===== config.mk =====
export PLATFORM = sky130hd
export DESIGN_NAME = synth_voice_allocator_unit
export DESIGN_NICKNAME = d
export VERILOG_FILES = /design/src/rtl/sva_pkg.sv /design/src/rtl/sva_voice_cell.sv /design/src/rtl/sva_stack_cell.sv /design/src/rtl/synth_voice_allocator_unit.sv
export SDC_FILE = /design/constraint.sdc
export NUM_CORES = 2
export LEC_CHECK = 0
export BUFFER_PORTS_ARGS = -buffer_cell sky130_fd_sc_hd__clkbuf_2
export CORE_ASPECT_RATIO = 1.4
export CORE_MARGIN = 2
export CORE_UTILIZATION = 64
export DETAILED_ROUTE_END_ITERATION = 6
export GPL_ROUTABILITY_DRIVEN = 0
export PLACE_DENSITY = 0.77
export RECOVER_POWER = 25
export SYNTH_ARGS = -nofsm -noshare
export SYNTH_HDL_FRONTEND = slang
export SYNTH_SLANG_ARGS = --single-unit

===== constraint.sdc =====
create_clock -name clk -period 4.4 [get_ports clk]
set_clock_uncertainty 0.1 [all_clocks]
set_input_delay 0 -clock clk [delete_from_list [all_inputs] [get_ports clk]]
set_output_delay 0 -clock clk [all_outputs]
set_load 0.1 [all_outputs]

===== src/rtl/sva_pkg.sv =====
package sva_pkg;

  // Widest voice index the VOICES range can need (up to 64 voices)
  localparam int IDX_W = 6;
  localparam int AGE_W = 32;
  localparam int NOTE_W = 7;
  localparam int VEL_W = 7;

  // Request kinds
  localparam logic [1:0] REQ_ON = 2'd0;
  localparam logic [1:0] REQ_OFF = 2'd1;
  localparam logic [1:0] REQ_ALL_OFF = 2'd2;
  localparam logic [1:0] REQ_FINISHED = 2'd3;

  // Result actions
  localparam logic [1:0] ACT_START = 2'd0;
  localparam logic [1:0] ACT_RELEASE = 2'd1;
  localparam logic [1:0] ACT_RETARGET = 2'd2;
  localparam logic [1:0] ACT_NOTHING = 2'd3;

  // Configuration register indexes
  localparam logic [1:0] REG_MONO = 2'd0;
  localparam logic [1:0] REG_POLY = 2'd1;
  localparam logic [1:0] REG_GLIDE = 2'd2;

  localparam int VOICES_DEF = 16;

  typedef enum logic [2:0] {
    ST_IDLE,
    ST_SCAN,
    ST_RMV,
    ST_MON,
    ST_MOFF,
    ST_PON,
    ST_FIN
  } st_t;

  typedef enum logic [1:0] {
    STK_HOLD,
    STK_PUSH,
    STK_PULL
  } stk_op_t;

  // Write command shared by all voice cells
  typedef struct packed {
    logic              busy_set;
    logic              busy_clr;
    logic              note_wr;
    logic              age_wr;
    logic [NOTE_W-1:0] note;
    logic [AGE_W-1:0]  age;
  } vc_wr_t;

  // Stored state a voice cell shows
  typedef struct packed {
    logic              busy;
    logic [NOTE_W-1:0] note;
  } vc_st_t;

  // Running search handed from cell to cell
  typedef struct packed {
    logic             found;
    logic [IDX_W-1:0] fidx;
    logic             hasmin;
    logic [AGE_W-1:0] age;
    logic [IDX_W-1:0] midx;
  } vc_link_t;

  typedef struct packed {
    logic [1:0]        act;
    logic [3:0]        voice;
    logic [NOTE_W-1:0] note;
    logic [VEL_W-1:0]  vel;
    logic              slide;
  } res_t;

endpackage


===== src/rtl/sva_voice_cell.sv =====
module sva_voice_cell import sva_pkg::*; #(
  parameter int IDX = 0
) (
  input  logic             clk,
  input  logic             rst_n,
  input  logic             wr_en,
  input  vc_wr_t           wr,
  input  logic [IDX_W-1:0] last,
  input  vc_link_t         link_i,
  output vc_link_t         link_o,
  output vc_st_t           st_o
);

  logic             busy_r;
  logic [NOTE_W-1:0] note_r;
  logic [AGE_W-1:0] age_r;
  vc_link_t         link_r;
  vc_link_t         link_nxt;
  logic             in_range;

  // Hold voice state
  always_ff @(posedge clk) begin
    if (!rst_n) begin
      busy_r <= 1'b0;
      note_r <= '0;
      age_r  <= '0;
    end else if (wr_en) begin
      if (wr.busy_set) busy_r <= 1'b1;
      else if (wr.busy_clr) busy_r <= 1'b0;
      if (wr.note_wr) note_r <= wr.note;
      if (wr.age_wr) age_r <= wr.age;
    end
  end

  assign in_range = (IDX >= 1) && (IDX_W'(IDX) <= last);

  // Fold this voice into the first-idle and oldest search
  always_comb begin
    link_nxt = link_i;
    if (in_range && !busy_r && !link_i.found) begin
      link_nxt.found = 1'b1;
      link_nxt.fidx  = IDX_W'(IDX);
    end
    if (in_range && (!link_i.hasmin || age_r < link_i.age)) begin
      link_nxt.hasmin = 1'b1;
      link_nxt.age    = age_r;
      link_nxt.midx   = IDX_W'(IDX);
    end
  end

  always_ff @(posedge clk) begin
    if (!rst_n) link_r <= '0;
    else link_r <= link_nxt;
  end

  assign link_o = link_r;
  assign st_o.busy = busy_r;
  assign st_o.note = note_r;

endmodule


===== src/rtl/sva_stack_cell.sv =====
module sva_stack_cell import sva_pkg::*; (
  input  logic              clk,
  input  stk_op_t           op,
  input  logic              pull,
  input  logic [NOTE_W-1:0] below,
  input  logic [NOTE_W-1:0] above,
  output logic [NOTE_W-1:0] q
);

  logic [NOTE_W-1:0] note_r;

  // Shift toward the bottom on push, close the gap on pull
  always_ff @(posedge clk) begin
    case (op)
      STK_PUSH: note_r <= below;
      STK_PULL: if (pull) note_r <= above;
      default: note_r <= note_r;
    endcase
  end

  assign q = note_r;

endmodule


===== src/rtl/synth_voice_allocator_unit.sv =====
// Each event runs a scan over all voices; the idle/oldest search ripples through the
// voice cell chain one cell per cycle.
// Events are taken only in idle; results leave one per cycle while out_tready is high.
// Reset: rst_n synchronous active low clears voices, stack count, age counter
// and registers to their defaults (mono off, polyphony 8, glide off).
module synth_voice_allocator_unit import sva_pkg::*; #(
  parameter int VOICES = VOICES_DEF
) (
  input  logic        clk,
  input  logic        rst_n,
  input  logic        in_tvalid,
  output logic        in_tready,
  input  logic [23:0] in_tdata,   // note[6:0], velocity[13:7], voice_id[17:14], zero pad
  input  logic [1:0]  in_tuser,   // req_type[1:0]
  output logic        out_tvalid,
  input  logic        out_tready,
  output logic [23:0] out_tdata,  // voice[3:0], target_note[10:4], note_velocity[17:11],
                                  // slide[18], zero pad
  output logic [1:0]  out_tuser,  // action[1:0]
  output logic        out_tlast,
  input  logic        cfg_valid,
  output logic        cfg_ready,
  input  logic [1:0]  cfg_index,
  input  logic [4:0]  cfg_data
);

  localparam int VW = (VOICES > 1) ? $clog2(VOICES) : 1;
  localparam int HW = $clog2(VOICES + 1);

  st_t              state_r, state_nxt;
  logic [VW-1:0]    cnt_r, cnt_nxt;
  logic [1:0]       typ_r, typ_nxt;
  logic [NOTE_W-1:0] nt_r, nt_nxt;
  logic [VEL_W-1:0] vel_r, vel_nxt;
  logic [3:0]       vid_r, vid_nxt;
  logic [HW-1:0]    hc_r, hc_nxt;
  logic [AGE_W-1:0] age_cnt_r, age_cnt_nxt;
  logic [VEL_W-1:0] mvel_r, mvel_nxt;
  logic             we_r, we_nxt;
  logic             mono_r, glide_r;
  logic [4:0]       poly_r;
  logic             pend_v_r, pend_v_nxt;
  res_t             pend_r, pend_nxt;
  logic             out_v_r, out_v_nxt;
  res_t             out_r, out_nxt;
  logic             out_last_r, out_last_nxt;

  logic             gen, ok, out_free, wen_any;
  res_t             gres;
  logic [IDX_W-1:0] sel, last, pick;
  vc_wr_t           vc_wr;
  logic [VOICES-1:0] vc_wen;
  vc_link_t         link [VOICES+1];
  vc_st_t           st [VOICES];
  stk_op_t          stk_op;
  logic [NOTE_W-1:0] stk [VOICES];
  logic [VOICES-1:0] hit, sh;
  logic             emit, mcond;
  vc_st_t           cur;

  // Clamp polyphony into the usable poly range
  always_comb begin
    if (poly_r == 5'd0) last = IDX_W'(1);
    else if (IDX_W'(poly_r) > IDX_W'(VOICES - 1)) last = IDX_W'(VOICES - 1);
    else last = IDX_W'(poly_r);
  end

  assign link[0] = '0;

  genvar g;
  generate
    for (g = 0; g < VOICES; g++) begin : g_voice
      sva_voice_cell #(.IDX(g)) u_cell (
        .clk(clk), .rst_n(rst_n), .wr_en(vc_wen[g]), .wr(vc_wr), .last(last),
        .link_i(link[g]), .link_o(link[g+1]), .st_o(st[g])
      );
    end
    for (g = 0; g < VOICES; g++) begin : g_stack
      sva_stack_cell u_stk (
        .clk(clk), .op(stk_op), .pull(sh[g]),
        .below((g == 0) ? nt_r : stk[(g == 0) ? 0 : g-1]),
        .above((g == VOICES-1) ? stk[g] : stk[(g == VOICES-1) ? g : g+1]),
        .q(stk[g])
      );
    end
  endgenerate

  assign pick = link[VOICES].found ? link[VOICES].fidx : link[VOICES].midx;

  // Locate the note in the stack and mark the cells that close the gap
  always_comb begin
    for (int k = 0; k < VOICES; k++) begin
      hit[k] = (HW'(k) < hc_r) && (stk[k] == nt_r);
    end
    for (int k = 0; k < VOICES; k++) begin
      sh[k] = |(hit & ((VOICES)'(2) << k) - (VOICES)'(1)) | hit[k];
    end
  end

  assign cur = st[cnt_r];
  assign mcond = (hc_r != '0) || (st[0].busy && st[0].note == nt_r);
  assign emit = ((typ_r == REQ_OFF) && (cnt_r != '0) && cur.busy && (cur.note == nt_r)) ||
                ((typ_r == REQ_ALL_OFF) && cur.busy);
  assign out_free = !out_v_r || out_tready;
  assign ok = !pend_v_r || out_free;

  // Sequence one event
  always_comb begin
    state_nxt = state_r;
    cnt_nxt = cnt_r;
    typ_nxt = typ_r;
    nt_nxt = nt_r;
    vel_nxt = vel_r;
    vid_nxt = vid_r;
    hc_nxt = hc_r;
    age_cnt_nxt = age_cnt_r;
    mvel_nxt = mvel_r;
    we_nxt = we_r;
    gen = 1'b0;
    gres = '0;
    wen_any = 1'b0;
    sel = '0;
    vc_wr = '0;
    vc_wr.age = age_cnt_r;
    vc_wr.note = nt_r;
    stk_op = STK_HOLD;
    pend_v_nxt = pend_v_r;
    pend_nxt = pend_r;
    out_v_nxt = out_v_r;
    out_nxt = out_r;
    out_last_nxt = out_last_r;
    if (out_v_r && out_tready) out_v_nxt = 1'b0;

    case (state_r)
      ST_IDLE: begin
        if (in_tvalid) begin
          typ_nxt = ((in_tuser == REQ_ON) && (in_tdata[13:7] == '0)) ? REQ_OFF : in_tuser;
          nt_nxt = in_tdata[6:0];
          vel_nxt = in_tdata[13:7];
          vid_nxt = in_tdata[17:14];
          cnt_nxt = '0;
          state_nxt = ST_SCAN;
        end
      end
      ST_SCAN: begin
        if (!emit || ok) begin
          gen = emit;
          gres.act = ACT_RELEASE;
          gres.voice = 4'(IDX_W'(cnt_r));
          gres.note = cur.note;
          if (cnt_r == VW'(VOICES - 1)) begin
            case (typ_r)
              REQ_ON: begin
                we_nxt = (hc_r == '0);
                state_nxt = mono_r ? ST_RMV : ST_PON;
              end
              REQ_OFF: state_nxt = mcond ? ST_RMV : ST_FIN;
              REQ_ALL_OFF: begin
                hc_nxt = '0;
                state_nxt = ST_FIN;
              end
              default: begin
                wen_any = 1'b1;
                sel = IDX_W'(vid_r);
                vc_wr.busy_clr = 1'b1;
                state_nxt = ST_FIN;
              end
            endcase
          end else begin
            cnt_nxt = cnt_r + VW'(1);
          end
        end
      end
      ST_RMV: begin
        stk_op = STK_PULL;
        if (|hit) hc_nxt = hc_r - HW'(1);
        state_nxt = (typ_r == REQ_ON) ? ST_MON : ST_MOFF;
      end
      ST_MON: begin
        if (ok) begin
          gen = 1'b1;
          stk_op = STK_PUSH;
          if (hc_r != HW'(VOICES)) hc_nxt = hc_r + HW'(1);
          wen_any = 1'b1;
          vc_wr.note_wr = 1'b1;
          mvel_nxt = vel_r;
          gres.note = nt_r;
          gres.vel = vel_r;
          if (we_r) begin
            vc_wr.busy_set = 1'b1;
            vc_wr.age_wr = 1'b1;
            age_cnt_nxt = age_cnt_r + AGE_W'(1);
            gres.act = ACT_START;
          end else begin
            gres.act = ACT_RETARGET;
            gres.slide = glide_r;
          end
          state_nxt = ST_FIN;
        end
      end
      ST_MOFF: begin
        if (st[0].note != nt_r) begin
          state_nxt = ST_FIN;
        end else if (ok) begin
          gen = 1'b1;
          if (hc_r == '0) begin
            gres.act = ACT_RELEASE;
            gres.note = st[0].note;
          end else begin
            wen_any = 1'b1;
            vc_wr.note_wr = 1'b1;
            vc_wr.note = stk[0];
            gres.act = ACT_RETARGET;
            gres.note = stk[0];
            gres.vel = mvel_r;
            gres.slide = glide_r;
          end
          state_nxt = ST_FIN;
        end
      end
      ST_PON: begin
        if (ok) begin
          gen = 1'b1;
          wen_any = 1'b1;
          sel = pick;
          vc_wr.busy_set = 1'b1;
          vc_wr.note_wr = 1'b1;
          vc_wr.age_wr = 1'b1;
          age_cnt_nxt = age_cnt_r + AGE_W'(1);
          gres.act = ACT_START;
          gres.voice = pick[3:0];
          gres.note = nt_r;
          gres.vel = vel_r;
          state_nxt = ST_FIN;
        end
      end
      ST_FIN: begin
        if (out_free) begin
          out_v_nxt = 1'b1;
          out_last_nxt = 1'b1;
          if (pend_v_r) out_nxt = pend_r;
          else begin
            out_nxt = '0;
            out_nxt.act = ACT_NOTHING;
          end
          pend_v_nxt = 1'b0;
          state_nxt = ST_IDLE;
        end
      end
      default: state_nxt = ST_IDLE;
    endcase

    // Move the older result out once a newer one shows up
    if (gen) begin
      if (pend_v_r) begin
        out_v_nxt = 1'b1;
        out_nxt = pend_r;
        out_last_nxt = 1'b0;
      end
      pend_v_nxt = 1'b1;
      pend_nxt = gres;
    end
  end

  // Select the written voice cell
  always_comb begin
    for (int i = 0; i < VOICES; i++) begin
      vc_wen[i] = wen_any && (IDX_W'(i) == sel);
    end
  end

  always_ff @(posedge clk) begin
    if (!rst_n) begin
      state_r <= ST_IDLE;
      hc_r <= '0;
      age_cnt_r <= '0;
      mvel_r <= '0;
      pend_v_r <= 1'b0;
      out_v_r <= 1'b0;
      mono_r <= 1'b0;
      poly_r <= 5'd8;
      glide_r <= 1'b0;
    end else begin
      state_r <= state_nxt;
      hc_r <= hc_nxt;
      age_cnt_r <= age_cnt_nxt;
      mvel_r <= mvel_nxt;
      pend_v_r <= pend_v_nxt;
      out_v_r <= out_v_nxt;
      if (cfg_valid) begin
        case (cfg_index)
          REG_MONO: mono_r <= cfg_data[0];
          REG_POLY: poly_r <= cfg_data;
          REG_GLIDE: glide_r <= cfg_data[0];
          default: ;
        endcase
      end
    end
  end

  // Payload holds
  always_ff @(posedge clk) begin
    cnt_r <= cnt_nxt;
    typ_r <= typ_nxt;
    nt_r <= nt_nxt;
    vel_r <= vel_nxt;
    vid_r <= vid_nxt;
    we_r <= we_nxt;
    pend_r <= pend_nxt;
    out_r <= out_nxt;
    out_last_r <= out_last_nxt;
  end

  assign in_tready = (state_r == ST_IDLE);
  assign cfg_ready = 1'b1;
  assign out_tvalid = out_v_r;
  assign out_tuser = out_r.act;
  assign out_tlast = out_last_r;
  assign out_tdata = {5'd0, out_r.slide, out_r.vel, out_r.note, out_r.voice};

`ifndef SYNTH
  a_nothing_last: assert property (@(posedge clk) disable iff (!rst_n)
    out_tvalid && out_tuser == ACT_NOTHING |-> out_tlast)
    else $error("idle result not marked last");
  a_stack_bound: assert property (@(posedge clk) disable iff (!rst_n)
    hc_r <= HW'(VOICES))
    else $error("stack count overflow");
  a_one_event: assert property (@(posedge clk) disable iff (!rst_n)
    in_tvalid && in_tready |=> !in_tready)
    else $error("second event taken during work");
  a_no_overwrite: assert property (@(posedge clk) disable iff (!rst_n)
    gen && pend_v_r |-> out_free)
    else $error("result register overwritten");
`endif

endmodule

After elaboration in Yosys (flattened, before gate mapping)
Cells that the tools add are included.
{ "word_totals": {"regBits": 1501, "in_bits": 38, "output_inout_bits": 30, "wordCells": 773} }
{ "classes": {"add_sub_neg": 4, "n_lt_le_gt_ge": 47, "eq_ne": 74, "muxes": 159, "bitwise_logic": 16, "n_reduce_logical": 283} }
{ "op_table": {"columns": ["operator", "count"], "rows": [
  ["2-to-1 mux 39 bit", 14],
  ["< comparator 32 bit", 14],
  ["2-to-1 mux 7 bit", 35],
  ["one-hot mux 7 bit (2 select lines)", 15],
  ["AND reduction 2 bit", 69],
  ["equality test 7 bit", 18],
  ["2-to-1 mux 21 bit", 5],
  ["2-to-1 mux 32 bit", 3],
  ["logical AND 1 bit", 82],
  ["one-hot mux 32 bit (2 select lines)", 1],
  ["OR reduction 2 bit", 30],
  ["equality test 4 x 6 -> 1 bit (first input constant)", 8],
  ["<= comparator 4 x 6 -> 1 bit (first input constant)", 8],
  ["zero test 1 bit", 46],
  ["2-to-1 mux 15 bit", 3],
  ["< comparator 4 x 5 -> 1 bit (first input constant)", 8],
  ["2-to-1 mux 5 bit", 7],
  ["adder 32 x 1 -> 32 bit (second input constant)", 1],
  ["binary-select mux 8 bit (select 4 bit)", 1],
  ["!= test 2 x 1 -> 1 bit (second input constant)", 15],
  ["2-to-1 mux 1 bit", 28],
  ["2-to-1 mux 4 bit", 7],
  ["one-hot mux 7 bit (4 select lines)", 1],
  ["2-to-1 mux 3 bit", 9],
  ["67 further kinds", 155]
]} }

Longest topological paths before layout
{ "depth": {"depth_word": 14, "mapped_depth": 14} }

By module
Synthesis repeated with hierarchy kept, for this count alone.
{ "unflattened": {"hier_cells": 8418, "hier_area_um2": 75934.1} }
{ "modules_own_cells": {"columns": ["module", "instances", "cells_each", "area_each_um2"], "rows": [
  ["synth_voice_allocator_unit", 1, 980, 8803.4],
  ["sva_stack_cell", 16, 18, 354.1],
  ["sva_voice_cell (g_voice[13].u_cell)", 1, 467, 4007.6],
  ["sva_voice_cell (g_voice[11].u_cell)", 1, 468, 4003.8],
  ["sva_voice_cell (g_voice[1].u_cell)", 1, 466, 4001.3],
  ["sva_voice_cell (g_voice[10].u_cell)", 1, 467, 4000.1],
  ["sva_voice_cell (g_voice[8].u_cell)", 1, 470, 4000.1],
  ["sva_voice_cell (g_voice[12].u_cell)", 1, 471, 3997.6],
  ["sva_voice_cell (g_voice[14].u_cell)", 1, 467, 3997.6],
  ["sva_voice_cell (g_voice[3].u_cell)", 1, 468, 3997.6],
  ["sva_voice_cell (g_voice[2].u_cell)", 1, 466, 3996.3],
  ["sva_voice_cell (g_voice[4].u_cell)", 1, 471, 3993.8],
  ["sva_voice_cell (g_voice[7].u_cell)", 1, 467, 3988.8],
  ["sva_voice_cell (g_voice[15].u_cell)", 1, 463, 3981.3],
  ["4 more rows", null, null, null]
]} }

Worst setup path before layout
No wires, ideal clock.
{ "synth_timing": {"kind": "reg2reg", "start": "register state_r[0]", "end": "register cnt_r[0] (enable)", "t_arrival_ns": 3.917, "slack_ns": 0.044, "path_stages_with_launch": 7, "synth_period_minus_slack_ns": 4.356, "path_cell_list": "dfxtp_1 > clkbuf_1 > clkbuf_1 > nor3_1 > and2_1 > a21oi_1 > a21oi_1"} }
{ "synth_via": {"elab_chain_len": 3, "elab_cells_between_ends": 7} }
{ "synth_rtl": {"columns": ["item", "line_no", "text"], "rows": [
  ["from (decl)", "synth_voice_allocator_unit.sv:30", "st_t state_r, state_nxt;"],
  ["from (signal assigned)", "synth_voice_allocator_unit.sv:284", "state_r <= state_nxt;"],
  ["zero test 3 bit *", null, null],
  ["via in_tready", "synth_voice_allocator_unit.sv:12", "output logic in_tready,"],
  ["!= test 2 bit (no source line) / nonzero test 2 bit (equally long branches)", null, null],
  ["AND reduction 4 bit (no source line) *", null, null],
  ["to (signal assigned)", "synth_voice_allocator_unit.sv:303", "cnt_r <= cnt_nxt;"],
  ["to (decl)", "synth_voice_allocator_unit.sv:31", "logic [VW-1:0] cnt_r, cnt_nxt;"]
]} }
The timed path passes the listed nets; every way through them passes the cells marked *.
A chain may end at the register's enable or synchronous reset.

==> summary.md <==
| Metric | Value |
|---|---|
| Detailed Routing Iterations Pass 1 | 5 |
| Yosys warnings | 0 |
| Worst vdd ir | 349.9 µV |
| DR iter-0 viols | 4864 |
| Leakage | 28.46 nW |
| Cell Chain, Critical Path | inv_1 -> mux4_2 -> xnor2_1 -> nor2_1 -> o32a_1 -> a31oi_2 -> nor3_4 -> a21oi_2 -> a22oi_1 |
| Synthesized instance count | 8390 |
| Max Clock Freq | 0.2470 GHz |
| Multiplexer area fraction after synthesis | 0.02604 |
| Setup crit end kind | register |
| Compound-Gate Fraction of Synth Area | 0.1637 |
| P_sw | 8.217 mW |
| Starting Density | 0.6447 |
| Pwr/cell area | 399.7 nW/µm² |
| Utilization after layout | 0.7045 |
| Failing checks | capacitance limit, slew limit |
| CTS tree | yes |
| Final hold viol count | 0 |
| Total Routing Usage GR | 0.3285 |
| Residual DRC | 0 |
| Area after DPL | 70210 µm² |
| Synth top area share | 0.3655 |
| Area Growth Syn to Fin | 9.287% |
| Max-slew violations | 838 |
| # port buffers | 55 |
| Clk sink count | 1417 |
| Most frequent cells in the layout | nand2_1 (1652), dfxtp_1 (1257), a21oi_1 (839) |
| Cell internal pwr | 21.90 mW |
| Layout cells sized above 1 | 0.05912 |
| Status | complete, but fails checks |
| Crit path kind | reg -> reg |
| Largest family of logic cells by synthesized area | simple AND/OR/NAND/NOR gates |
| Die height | 392.4 µm |
| Routed Antenna Nets | 0 |
| Setup Viol. Count Final | 0 |
| Post-cts sizing count | 0 |
| Commonest non-fill, non-tap cell in the layout | nand2_1 |
| Post-CTS Setup Inserts | 0 |
| Die area | 110400 µm² |
| Sequential area share after synthesis | 0.4343 |
| Vias after detailed routing | 59591 |
| Clk Latency, worst-skew pair | 780 ps |
| Max Fanout on Critical Path | 21 |
| Most used DFF post-synth | dfxtp_1 |
| Nets | 8626 |
| WP data arrival | 4550 ps |
| XOR/XNOR share of the synthesized area | 0.01994 |
| Die W | 281.4 µm |
| Core area | 107000 µm² |
| Final-layout fill cell count | 8352 |
| Slowest CP cell | a21oi_2 |
| Hold Crit Class | in -> reg |
| Post-Syn Area | 68950 µm² |
| Worst path top cell family by delay | compound AO/OA/AOI/OAI gates |
| Normalized max-slew margin | -1.136 |
| Worst setup SP type | register |
| Post-layout instance area | 75350 µm² |
| Simple-gate share of the synthesized area | 0.2119 |
| Congestion Overflow GR | 0 |
| CTS root buffer | clkbuf_16 |
| Mean Syn Cell Area | 8.218 µm² |
| Routed wire length | 184400 µm |
| Clock Path Buffers | 3 |
| Slack of the critical path | 350.9 ps |
| WL/cell | 19.01 µm |
| Dpl hpwl | 121100 µm |
| Crit path required time | 4910 ps |
| Clock group share of total power | 0.406 |
| Hold Slack | 75.27 ps |
| H-tree depth | 4 |
| Global-route wire length before repair | 293600 µm |
| Vias per inst | 6.145 |
| Synth Area in Adders | 0.07984 |
| Yosys top cell by area | dfxtp_1 |
| Crit share post-route | 0.9202 |
| Post-synthesis cell type count | 77 |
| Largest net degree at the start of global routing | 225 |
| Worst Tran Pin Value | 3204 ps |
| CTS Buf Count | 136 |
| CP max stage delay | 810 ps |
| Max cap viols | 8 |
| Row cnt | 142 |
| Asr flop ratio synth | 0 |
| TNS Setup | 0 ps |
| Clk pin slew, worst setup/hold paths | 70 ps |
| Comb pwr share | 0.132 |
| Worst path bufs/invs | 1 |
| Post-synth EDFFs | 158 |
| # IOs | 68 |
| Initial antenna violation count | 2 |
| #FFs+latches synth | 1417 |
| RSZ-0062 raised after global routing | false |
| Pre-CTS setup slack | 487.5 ps |
| Via count of the first global-routing pass | 56660 |
| Synth area leaders | dfxtp_1 (37%), nand2_1 (9.0%), ha_1 (8.0%), edfxtp_1 (6.9%), a21oi_1 (6.1%) |
| Sw Ratio | 0.2728 |
| Hold_buf cts | 60 |
| Sequential Power Share | 0.463 |
| Fin crit period | 4049 ps |
[layout make-up]
| class | count | area (µm²) | share of cell area |
|---|---|---|---|
| Clock inverter | 53 | 654.4 | 0.008684 |
| Timing Repair Buffer | 279 | 2225 | 0.02952 |
| Antenna cell | 4 | 10.01 | 0.0001328 |
| Sequential cell | 1417 | 29950 | 0.3975 |
| Inverter | 475 | 1790 | 0.02376 |
| Multi-Input combinational cell | 5839 | 34910 | 0.4633 |
| Clock buffer | 191 | 4010 | 0.05322 |
| Tap cell | 1440 | 1802 | 0.02391 |
[path summary, 6_finish.rpt]
check | startpoint | to | slack, ps | cells after the start
worst max-delay path | cnt_r[0]$_SDFFCE_PN0P_ | out_tuser[0]$_DFF_P_ | 350 | 9
worst min-delay path | cfg_index[1] | glide_r$_SDFFE_PN0P_ | 80 | 5
worst max register to register | cnt_r[0]$_SDFFCE_PN0P_ | out_tuser[0]$_DFF_P_ | 350 | 9
worst min register to register | g_voice[7].u_cell.link_o[40]$_SDFF_PN0_ | g_voice[8].u_cell.link_o[40]$_SDFF_PP0_ | 300 | 2
[worst register-to-register path, stage by stage (launching register included)]
cell and delay (ps):
edfxtp_1 610, inv_1 460, mux4_2 590, xnor2_1 230
nor2_1 80, o32a_1 390, a31oi_2 320, nor3_4 90
a21oi_2 810, a22oi_1 210
[Yosys cell counts (22+ instances only)]
cell,instances
clkbuf_1,562
inv_1,470
nand3_1,399
mux4_2,22
o21ai_0,293
and4_1,103
a21oi_1,841
a21o_1,188
nand4_1,83
mux2i_1,122
buf_2,44
dfxtp_1,1259
o31ai_1,102
a31oi_1,76
edfxtp_1,158
o21a_1,50
nor3_1,220
o2111ai_1,67
nor2_1,402
or3_1,111
or4_1,68
buf_1,38
and2_1,51
ha_1,440
a211oi_1,123
nand2_1,1653
nand2b_1,27
xnor2_1,63
xor2_1,94
and3_1,33
a22o_1,31
[through the flow]
step	std cells	total power [mW]
global route	9696	31.07
finish	9698	30.12
detailed placement	9390	18.03
floorplan	8394	17.02
global placement	9390	17.95
CTS	9694	30.17
[sequential cells by signal, summed over array words and instances (netlist names), 3 cells and up]
| register | flops |
|---|---|
| g_voice.u_cell.busy_r | 16 |
| mvel_r | 7 |
| g_voice.u_cell.note_r | 112 |
| cnt_r | 4 |
| nt_r | 7 |
| vel_r | 7 |
| g_voice.u_cell.age_r | 480 |
| g_voice.u_cell.link_o | 573 |
| poly_r | 5 |
| vid_r | 4 |
| g_stack.u_stk.q | 112 |
| age_cnt_r | 32 |
| hc_r | 5 |
| out_tdata | 19 |
| pend_r | 21 |
| state_r | 3 |
[cells by family (layout without fill, tap and decap cells)]
logic type                 count (synthesis)  count (layout)
adders and majority gates                440             440
DFF                                     1417            1417
other                                      2              10
and+or+nand+nor                         3219            3219
buffers and inverters                   1138             998
muxes                                    151             151
xor gates and xnor gates                 157             157
AOI/OAI and AO/OA                       1866            1866
[power by group through the flow]
stage	clock [mW]	sequential [mW]	combinational, mW
finish	12.2	13.9	3.96
global route	12.9	14.0	4.25
CTS	12.3	13.9	3.91
detailed placement	0	14.2	3.83
global placement	0	14.2	3.76
floorplan	0	14.2	2.85
[metal layers]
| metal | vias up | GRT usage | share of wire |
|---|---|---|---|
| li1 | 28523 | - | - |
| met1 | 28290 | 0.3844 | 0.39 |
| met2 | 2184 | 0.5699 | 0.49 |
| met3 | 594 | 0.04521 | 0.063 |
| met4 | 0 | 0.1976 | 0.060 |
| met5 | - | 0 | 0 |
No activity file was read; power rests on OpenSTA's default activity.
